### src/rtl/sbus_frame_decoder_macros.svh
// Assertion helpers shared by the decoder RTL.
`ifndef SBUS_FRAME_DECODER_MACROS_SVH
`define SBUS_FRAME_DECODER_MACROS_SVH

// Same-cycle implication, sampled on clk, off during reset.
`define SBUS_ASSERT_IMP(lbl, ante, cons) \
  lbl: assert property (@(posedge clk) disable iff (!rst_n) (ante) |-> (cons)) \
    else $error("sbus_frame_decoder: same-cycle check failed");

// Next-cycle implication, sampled on clk, off during reset.
`define SBUS_ASSERT_NXT(lbl, ante, cons) \
  lbl: assert property (@(posedge clk) disable iff (!rst_n) (ante) |=> (cons)) \
    else $error("sbus_frame_decoder: next-cycle check failed");

`endif

### src/rtl/sbus_pkg.sv
`default_nettype none

package sbus_pkg;

  localparam int unsigned NUM_CH   = 16;
  localparam int unsigned CH_BITS  = 11;
  localparam int unsigned CH_IDX_W = 4;
  localparam int unsigned ACC_W    = 18;
  localparam int unsigned BCNT_W   = 5;
  localparam int unsigned POS_W    = 5;
  localparam int unsigned CFG_AW   = 4;

  localparam logic [7:0]         HEADER_BYTE = 8'h0F;
  localparam logic [7:0]         FOOTER_BYTE = 8'h00;
  localparam logic [POS_W-1:0]   POS_IDLE    = 5'd25;
  localparam logic [POS_W-1:0]   POS_LAST_PL = 5'd22;
  localparam logic [POS_W-1:0]   POS_FLAGS   = 5'd23;
  localparam logic [POS_W-1:0]   POS_FOOTER  = 5'd24;

  localparam logic [CH_BITS-1:0] LOW_RESET    = 11'd682;
  localparam logic [CH_BITS-1:0] HIGH_RESET   = 11'd1364;
  localparam logic [CH_BITS-1:0] TOGGLE_RESET = 11'd1024;

  // Register indexes (paddr[3:2])
  localparam logic [1:0] REG_SWITCH_LOW  = 2'd0;
  localparam logic [1:0] REG_SWITCH_HIGH = 2'd1;
  localparam logic [1:0] REG_TOGGLE      = 2'd2;

  // Switch position codes
  localparam logic [1:0] SW_DOWN   = 2'd0;
  localparam logic [1:0] SW_MIDDLE = 2'd1;
  localparam logic [1:0] SW_UP     = 2'd2;

  typedef enum logic {
    ST_RECV,
    ST_EMIT
  } state_t;

  typedef struct packed {
    logic [7:0] rx_byte;
    logic       frame_start;
  } in_t;

  typedef struct packed {
    logic [3:0]  channel_index;
    logic [10:0] channel_value;
    logic [11:0] scaled_value;
    logic [1:0]  switch_position;
    logic        switch_on;
    logic        digital_a;
    logic        digital_b;
    logic        lost_frame;
    logic        fail_safe;
    logic        frame_valid;
    logic        last_result;
  } out_t;

endpackage

`default_nettype wire

### src/rtl/sbus_frame_decoder.sv
`default_nettype none
// SBUS frame decoder. Bytes of a 25-byte frame enter one per cycle on the in_ channel,
// with frame_start marking the header byte; a new frame_start always restarts the frame.
// Payload bytes are unpacked into sixteen 11-bit channels on the fly, and a frame with
// header 0x0F and footer 0x00 replaces the held channels and flags. Each footer byte
// releases 16 results, one per cycle while out_ready stays high, all decoded by one
// shared threshold-compare unit stepped by a channel counter. in_ready is low while
// those results are loaded and stays low while the output stalls. Thresholds are
// written over the APB port at 0x0, 0x4 and 0x8 and should only change while no frame
// is open.
`include "sbus_frame_decoder_macros.svh"

module sbus_frame_decoder (
  input  wire logic          clk,
  input  wire logic          rst_n,
  input  wire logic          in_valid,
  output logic               in_ready,
  input  wire sbus_pkg::in_t in_data,
  output logic               out_valid,
  input  wire logic          out_ready,
  output sbus_pkg::out_t     out_data,
  input  wire logic          psel,
  input  wire logic          penable,
  input  wire logic          pwrite,
  input  wire logic [sbus_pkg::CFG_AW-1:0] paddr,
  input  wire logic [31:0]   pwdata,
  output logic [31:0]        prdata,
  output logic               pready
);

  import sbus_pkg::*;

  state_t              state_r, state_nxt;
  logic [POS_W-1:0]    pos_r;
  logic                header_good_r;
  logic [ACC_W-1:0]    acc_r;
  logic [BCNT_W-1:0]   bcnt_r;
  logic [CH_IDX_W-1:0] wr_idx_r;
  logic [CH_BITS-1:0]  staged_r [NUM_CH];
  logic [3:0]          staged_flags_r;
  logic [CH_BITS-1:0]  held_r [NUM_CH];
  logic [3:0]          held_flags_r;
  logic                frame_valid_r;
  logic [CH_IDX_W-1:0] emit_idx_r;
  logic                out_valid_r;
  out_t                out_data_r;
  logic [CH_BITS-1:0]  low_r, high_r, toggle_r;

  logic                in_acc;
  logic                footer_acc;
  logic                emit_load;
  logic                good_frame;
  logic [ACC_W-1:0]    acc_sum;
  logic [BCNT_W-1:0]   bcnt_sum;
  logic                ch_done;
  logic                cfg_wr;

  logic [CH_BITS-1:0]  cmp_val;
  logic [1:0]          cmp_sw;
  logic                cmp_on;

  assign in_acc     = in_valid && in_ready;
  assign footer_acc = in_acc && !in_data.frame_start && (pos_r == POS_FOOTER);
  assign good_frame = header_good_r && (in_data.rx_byte == FOOTER_BYTE);

  assign acc_sum  = acc_r | (ACC_W'(in_data.rx_byte) << bcnt_r);
  assign bcnt_sum = bcnt_r + BCNT_W'(8);
  assign ch_done  = bcnt_sum >= BCNT_W'(CH_BITS);

  // Next state
  always_comb begin
    state_nxt = state_r;
    case (state_r)
      ST_RECV: if (footer_acc) state_nxt = ST_EMIT;
      ST_EMIT: if (emit_load && (emit_idx_r == CH_IDX_W'(NUM_CH - 1))) state_nxt = ST_RECV;
      default: state_nxt = ST_RECV;
    endcase
  end

  // Outputs of the sequencer
  always_comb begin
    in_ready  = 1'b0;
    emit_load = 1'b0;
    case (state_r)
      ST_RECV: in_ready = 1'b1;
      ST_EMIT: emit_load = !out_valid_r || out_ready;
      default: ;
    endcase
  end

  always_ff @(posedge clk) begin
    if (!rst_n) state_r <= ST_RECV;
    else        state_r <= state_nxt;
  end

  // Frame reception
  always_ff @(posedge clk) begin
    if (!rst_n) begin
      pos_r          <= POS_IDLE;
      header_good_r  <= 1'b0;
      acc_r          <= '0;
      bcnt_r         <= '0;
      wr_idx_r       <= '0;
      staged_flags_r <= '0;
      held_flags_r   <= '0;
      frame_valid_r  <= 1'b0;
      for (int i = 0; i < NUM_CH; i++) held_r[i] <= '0;
    end else if (in_acc) begin
      if (in_data.frame_start) begin
        header_good_r <= (in_data.rx_byte == HEADER_BYTE);
        acc_r         <= '0;
        bcnt_r        <= '0;
        wr_idx_r      <= '0;
        pos_r         <= POS_W'(1);
      end else if (pos_r != '0 && pos_r <= POS_LAST_PL) begin
        pos_r <= pos_r + POS_W'(1);
        if (ch_done) begin
          acc_r    <= acc_sum >> CH_BITS;
          bcnt_r   <= bcnt_sum - BCNT_W'(CH_BITS);
          wr_idx_r <= wr_idx_r + CH_IDX_W'(1);
        end else begin
          acc_r  <= acc_sum;
          bcnt_r <= bcnt_sum;
        end
      end else if (pos_r == POS_FLAGS) begin
        staged_flags_r <= in_data.rx_byte[3:0];
        pos_r          <= POS_FOOTER;
      end else if (pos_r == POS_FOOTER) begin
        pos_r         <= POS_IDLE;
        frame_valid_r <= good_frame;
        if (good_frame) begin
          held_flags_r <= staged_flags_r;
          for (int i = 0; i < NUM_CH; i++) held_r[i] <= staged_r[i];
        end
      end
    end
  end

  // Staged channel store, no reset: every entry is written before a footer
  always_ff @(posedge clk) begin
    if (in_acc && !in_data.frame_start && pos_r != '0 && pos_r <= POS_LAST_PL && ch_done)
      staged_r[wr_idx_r] <= acc_sum[CH_BITS-1:0];
  end

  // Shared threshold-compare unit
  always_comb begin
    cmp_val = held_r[emit_idx_r];
    if (cmp_val < low_r)       cmp_sw = SW_DOWN;
    else if (cmp_val > high_r) cmp_sw = SW_UP;
    else                       cmp_sw = SW_MIDDLE;
    cmp_on = cmp_val > toggle_r;
  end

  // Result burst
  always_ff @(posedge clk) begin
    if (!rst_n) begin
      emit_idx_r  <= '0;
      out_valid_r <= 1'b0;
    end else begin
      if (footer_acc) emit_idx_r <= '0;
      else if (emit_load) emit_idx_r <= emit_idx_r + CH_IDX_W'(1);
      if (emit_load) out_valid_r <= 1'b1;
      else if (out_ready) out_valid_r <= 1'b0;
    end
  end

  always_ff @(posedge clk) begin
    if (emit_load) begin
      out_data_r.channel_index   <= emit_idx_r;
      out_data_r.channel_value   <= cmp_val;
      out_data_r.scaled_value    <= {cmp_val, 1'b0};
      out_data_r.switch_position <= cmp_sw;
      out_data_r.switch_on       <= cmp_on;
      out_data_r.digital_a       <= held_flags_r[0];
      out_data_r.digital_b       <= held_flags_r[1];
      out_data_r.lost_frame      <= held_flags_r[2];
      out_data_r.fail_safe       <= held_flags_r[3];
      out_data_r.frame_valid     <= frame_valid_r;
      out_data_r.last_result     <= (emit_idx_r == CH_IDX_W'(NUM_CH - 1));
    end
  end

  assign out_valid = out_valid_r;
  assign out_data  = out_data_r;

  // Configuration port
  assign pready = 1'b1;
  assign cfg_wr = psel && penable && pwrite && pready;

  always_ff @(posedge clk) begin
    if (!rst_n) begin
      low_r    <= LOW_RESET;
      high_r   <= HIGH_RESET;
      toggle_r <= TOGGLE_RESET;
    end else if (cfg_wr) begin
      case (paddr[3:2])
        REG_SWITCH_LOW:  low_r    <= pwdata[CH_BITS-1:0];
        REG_SWITCH_HIGH: high_r   <= pwdata[CH_BITS-1:0];
        REG_TOGGLE:      toggle_r <= pwdata[CH_BITS-1:0];
        default: ;
      endcase
    end
  end

  always_comb begin
    case (paddr[3:2])
      REG_SWITCH_LOW:  prdata = 32'(low_r);
      REG_SWITCH_HIGH: prdata = 32'(high_r);
      REG_TOGGLE:      prdata = 32'(toggle_r);
      default:         prdata = '0;
    endcase
  end

  // Checks
  `SBUS_ASSERT_IMP(a_bcnt_range, 1'b1, bcnt_r < BCNT_W'(CH_BITS))
  `SBUS_ASSERT_IMP(a_emit_idle_pos, state_r == ST_EMIT, pos_r == POS_IDLE)
  `SBUS_ASSERT_IMP(a_on_matches, out_valid_r && out_data_r.switch_on,
                   out_data_r.channel_value > toggle_r)
  `SBUS_ASSERT_NXT(a_burst_ends, out_valid_r && out_ready && out_data_r.last_result,
                   !out_valid_r || (out_data_r.channel_index == CH_IDX_W'(0)))
  `SBUS_ASSERT_NXT(a_burst_steps, out_valid_r && out_ready && !out_data_r.last_result,
                   out_valid_r && (out_data_r.channel_index ==
                   $past(out_data_r.channel_index) + CH_IDX_W'(1)))

endmodule

`default_nettype wire

### config.mk
export PLATFORM = sky130hd
export DESIGN_NAME = sbus_frame_decoder
export DESIGN_NICKNAME = d
export VERILOG_FILES = /design/src/rtl/sbus_pkg.sv /design/src/rtl/sbus_frame_decoder.sv
export VERILOG_INCLUDE_DIRS = /design/src /design/src/rtl
export SDC_FILE = /design/constraint.sdc
export NUM_CORES = 1
export LEC_CHECK = 0
export BUFFER_PORTS_ARGS = -buffer_cell sky130_fd_sc_hd__buf_4
export CAP_MARGIN = 20
export CORE_MARGIN = 2
export CORE_UTILIZATION = 55
export CTS_CLUSTER_SIZE = 12
export DETAILED_ROUTE_END_ITERATION = 7
export PLACE_DENSITY = 0.78
export REMOVE_ABC_BUFFERS = 1
export SLEW_MARGIN = 20
export SYNTH_ARGS = -nofsm -noshare
export SYNTH_HDL_FRONTEND = slang
export SYNTH_SLANG_ARGS = --single-unit
### constraint.sdc
create_clock -name clk -period 7.4 [get_ports clk]
set_input_delay 1.85 -clock clk [delete_from_list [all_inputs] [get_ports clk]]
set_output_delay 1.85 -clock clk [all_outputs]
set_load 0.02 [all_outputs]
After elaboration in Yosys (flattened, before gate mapping)
Memories as Yosys holds them, arrays and structs flattened. A register that Yosys moved wholly into a read port is not among the register bits.
Cells that the tools add are included.
Storage, ports and cells
  register bits after elaboration: 105
  latch bits: 0
  bits in writable memories: 352
  memory bits (read-only): 0
  input bits: 52
  output and inout port bits: 71
  logic and storage cells: 148
  memories: 2
Memory list
  held_r: words 16, bits a word 11, rd ports 1, clocked after Yosys merged registers in 1, wr ports 16, line sbus_frame_decoder.sv:41  | logic [CH_BITS-1:0] held_r [NUM_CH];
  staged_r: words 16, bits a word 11, rd ports 16, clocked after Yosys merged registers in 0, wr ports 1, line sbus_frame_decoder.sv:39  | logic [CH_BITS-1:0] staged_r [NUM_CH];
Cells by class
  add/subtract/negate cells: 5
  multiply operators: 0
  divide/modulo/power cells: 0
  $lt $le $gt $ge: 5
  eq/ne operators: 6
  shifts and indexed selects: 1
  muxes and demuxes: 51
  bitwise gates (word level): 22
  reductions and logical operators: 32
Operators with widths (count)
  $mux 11: 16
  $mux 18: 3
  $mux 5: 7
  $pmux 11 s3: 1
  $gt 11x11->1: 2
  $mux 4: 5
  $or 18x18->18: 1
  $shl 8x5->18: 1
  $mux 1: 17
  $or 1x1->1: 16
  $reduce_and 2->1: 6
  $logic_and 1x1->1: 11
  $lt 11x11->1: 1
  $eq 5x5->1 const B: 2
  $add 4x1->4 const B: 2
  $eq 8x4->1 const B: 1
  $logic_not 8->1: 1
  $reduce_and 6->1: 1
  $reduce_bool 2->1: 3
  $add 5x1->5 const B: 1
  $add 5x4->5 const B: 1
  $ge 5x4->1 const B: 1
  $le 5x5->1 const B: 1
  $not 1->1: 5
  other kinds (15): 16

Longest topological paths before layout
  depth in word-level cells: 11
  mapped depth: 11

Worst setup path before layout
Ideal clock, no wire load.
  kind: input port to flip-flop
  start: input port rst_n
  end: memory held_r[0][0], enable pin
  arrival time: 5585 ps
  data required time: 5965 ps
  slack: 380 ps
  stages on the path: 4
  buffers on the path: 3
  cells stage by stage: clkbuf_1 -> clkbuf_1 -> clkbuf_1 -> nand2_1
RTL lines
  start: declaration: line sbus_frame_decoder.sv:15  | input wire logic rst_n,
  end: declaration: line sbus_frame_decoder.sv:41

Worst setup path after layout
  start: input port paddr[2] in the netlist's numbering
  end: output port prdata[10]
On the way
  cells in the longest elaborated chain, start to end: 2
  elaborated cells on any way between the ends: 4
  those cells by class: 2 x eq/ne; 1 x mux; 1 x reduce/logical
Ends and longest elaborated chain
  start: declaration: line sbus_frame_decoder.sv:25  | input wire logic [sbus_pkg::CFG_AW-1:0] paddr,
  $eq 2x2->1 (tied with other cells): line sbus_frame_decoder.sv:206  | case (paddr[3:2])
  $pmux 11 s3 (*): line sbus_frame_decoder.sv:206
  end: declaration: line sbus_frame_decoder.sv:27  | output logic [31:0] prdata,
Every way passes the cells marked *; elsewhere a longest branch is shown, timed or not.

==> results_dict.tcl <==
set metrics [dict create \
    io_pins 123 \
    dp_cells 1791 \
    p_comb_share_pct 4.7 \
    worst_pin_slew_ns 1.113 \
    clk_pin_slew_ns 0.06 \
    setup_viol 0 \
    wl_per_cell_microns 20.25 \
    die_h_microns 190.7 \
    power_leakage_uw 0.007624 \
    synthTopCellsByArea "edfxtp_1, dfxtp_1, mux4_2" \
    nets 1479 \
    rows 68 \
    period_share_pct 71.37 \
    startpoint_type "primary input" \
    yosysMostFrequentCell "edfxtp_1" \
    cp_max_fo 17 \
    core_region_area_sq_um 34460 \
    setup_tns_ns 0 \
    postLayoutCoreUtil_pct 62.18 \
    viasPerCell 5.681 \
    rsz0062_at_grt "false" \
    maxCapViolCount 0 \
    switching_share_pct 21.03 \
    drc 0 \
    netlist_instances 1315 \
    drt-initial-drc-count 701 \
    max_freq_mhz 189.4 \
    wl_microns 37970 \
    ys_ff_latch 461 \
    status "finished clean" \
    maxSlewViolCount 0 \
    antenna_found_initial 0 \
    place_congestion 0.8930 \
    yosysTopAreaCell "edfxtp_1" \
    fin_total_pwr_uw 5309 \
    grt_max_degree 112 \
    die_area_sq_um 36370 \
    vias 10650 \
    grt_pass1_wl_microns 58280 \
    fin_worst_skew_ns 0.01930 \
    diodes 0 \
    tritoncts "done" \
    cts_buffer_depth 3 \
    numCtsBuffers 47 \
    multi_input_area_sq_um 5562 \
    relSlewSlack_pct 25.62 \
    synth_warnings 0 \
    internal_power_uw 4193 \
    crit_required_ns 5.55 \
    grt_usage_pct 21.26 \
    seqPwrFrac_pct 54.3 \
    dr.pass1.iters 5 \
    drive_above_1_share_pct 16.69 \
    htreeDepth 2 \
    root_buffer "clkbuf_16" \
    dpl.hpwl_microns 23270 \
    synthFlopType "edfxtp_1" \
    regArea_sq_um 13000 \
    fp.dieW_microns 190.7 \
    ys_top_cells_by_count "edfxtp_1, and2_1, nand2_1, dfxtp_1, nor2_1" \
    cellPowerDensity_nw_per_um2 247.8 \
    syn_area_per_cell_sq_um 14.58 \
    async_reset_ff_share_pct 0 \
    antenna_left 0 \
    overflow 0 \
    insertion_delay_ns 0.56 \
    clkPwrFrac_pct 41.0 \
    fill_cells 2469 \
    finalCriticalPeriod_ns 5.281 \
    end_kind "output pin" \
    cts.repair.resized 0 \
    port_buffers 76 \
    postCtsSetupRepairBufs 0 \
    crit_arrival_ns 3.43 \
    grt_pass1_vias 10630 \
    final_hold_viol_count 0 \
    path_class "in2out" \
    hold_class "reg2reg" \
    synth_cell_types 66 \
    start_util_pct 55.64 \
    power.switching_uw 1117 \
    clkSinkCount 461 \
    ctsHoldBuffers 0 \
    fin_cells 1875 \
    synth-edff-count 376 \
    netlist_area_sq_um 19170 \
    synth_top_area_share_pct 58.90 \
    hold_ws_ns 0.4342 \
    ys_seq_area_share_pct 67.77 \
    peakVddDrop_v 0.0001530 \
    area_growth_pct 11.75 \
]
## power groups by stage
stage	Combinational, uW	Clock (uW)	Sequential, uW
finish	252	2170	2880
global route	275	2300	2890
CTS	252	2210	2880
detailed placement	250	0	2940
global placement	243	0	2930
floorplan	154	0	2940
## sequential cells by signal, summed over array words and instances (netlist names), 11 cells and up, named ones only
signal / flops
low_r: 11
toggle_r: 11
staged_r: 176
held_r: 176
out_data: 24
high_r: 11
acc_r: 18
## per-layer routing
layer	wire length [microns]	track usage [%]
met5	0	0
met4	1226	7.782
met3	2055	3.423
met2	19330	37.57
met1	15360	26.49
## layout make-up
| cell class | instances | area share [%] |
|---|---|---|
| clock inverters | 10 | 0.4146 |
| repair buffers | 96 | 3.422 |
| inverters | 44 | 0.7709 |
| flip-flops and latches | 461 | 60.67 |
| clock buffers | 74 | 6.109 |
| well taps | 455 | 2.657 |
| multi-input cells | 735 | 25.96 |
## critical path: stages
cell and delay, ns:
buf_4 0.20, nor2b_1 0.88, nand2_1 0.10, o21ai_0 0.18, buf_4 0.21
## layout by cell type (no fill, tap or decap), types with 43 or more instances in the layout
cell type and instances:
dfxtp_1 83, a21oi_1 52, clkbuf_16 48, nand2_1 102
inv_1 43, mux4_2 55, nor2_1 57, and2_1 177
buf_4 95, edfxtp_1 376
## through the flow
stage | instance area (sq um) | setup WS, ns
after floorplan | 18670 | 0.4168
after global placement | 20020 | 2.198
after detailed placement | 20020 | 2.153
after CTS | 21420 | 2.143
after global routing | 21420 | 2.002
final | 21420 | 2.119
## worst paths after layout
check,to,from,cells past startpoint,slack (ns)
setup / recovery,prdata[10],paddr[2],5,2.12
hold reg to reg,out_data[1]$_DFFE_PP_,frame_valid_r$_SDFFE_PN0P_,0,0.43
setup reg to reg,out_data[8]$_SDFFCE_PN0P_,flop,10,3.30
hold / removal,out_data[1]$_DFFE_PP_,frame_valid_r$_SDFFE_PN0P_,0,0.43
## cells by family after synthesis
logic type                 after synthesis  synth area share (%)
AOI/OAI and AO/OA                      159                 5.417
other                                    2               0.03917
muxes                                   95                 8.589
xor gates and xnor gates                 6                0.2741
adders and majority gates               42                 2.741
buffers and inverters                  140                 3.903
and+or+nand+nor                        410                 11.26
DFF                                    461                 67.77
No activity file was read; power rests on OpenSTA's default activity.
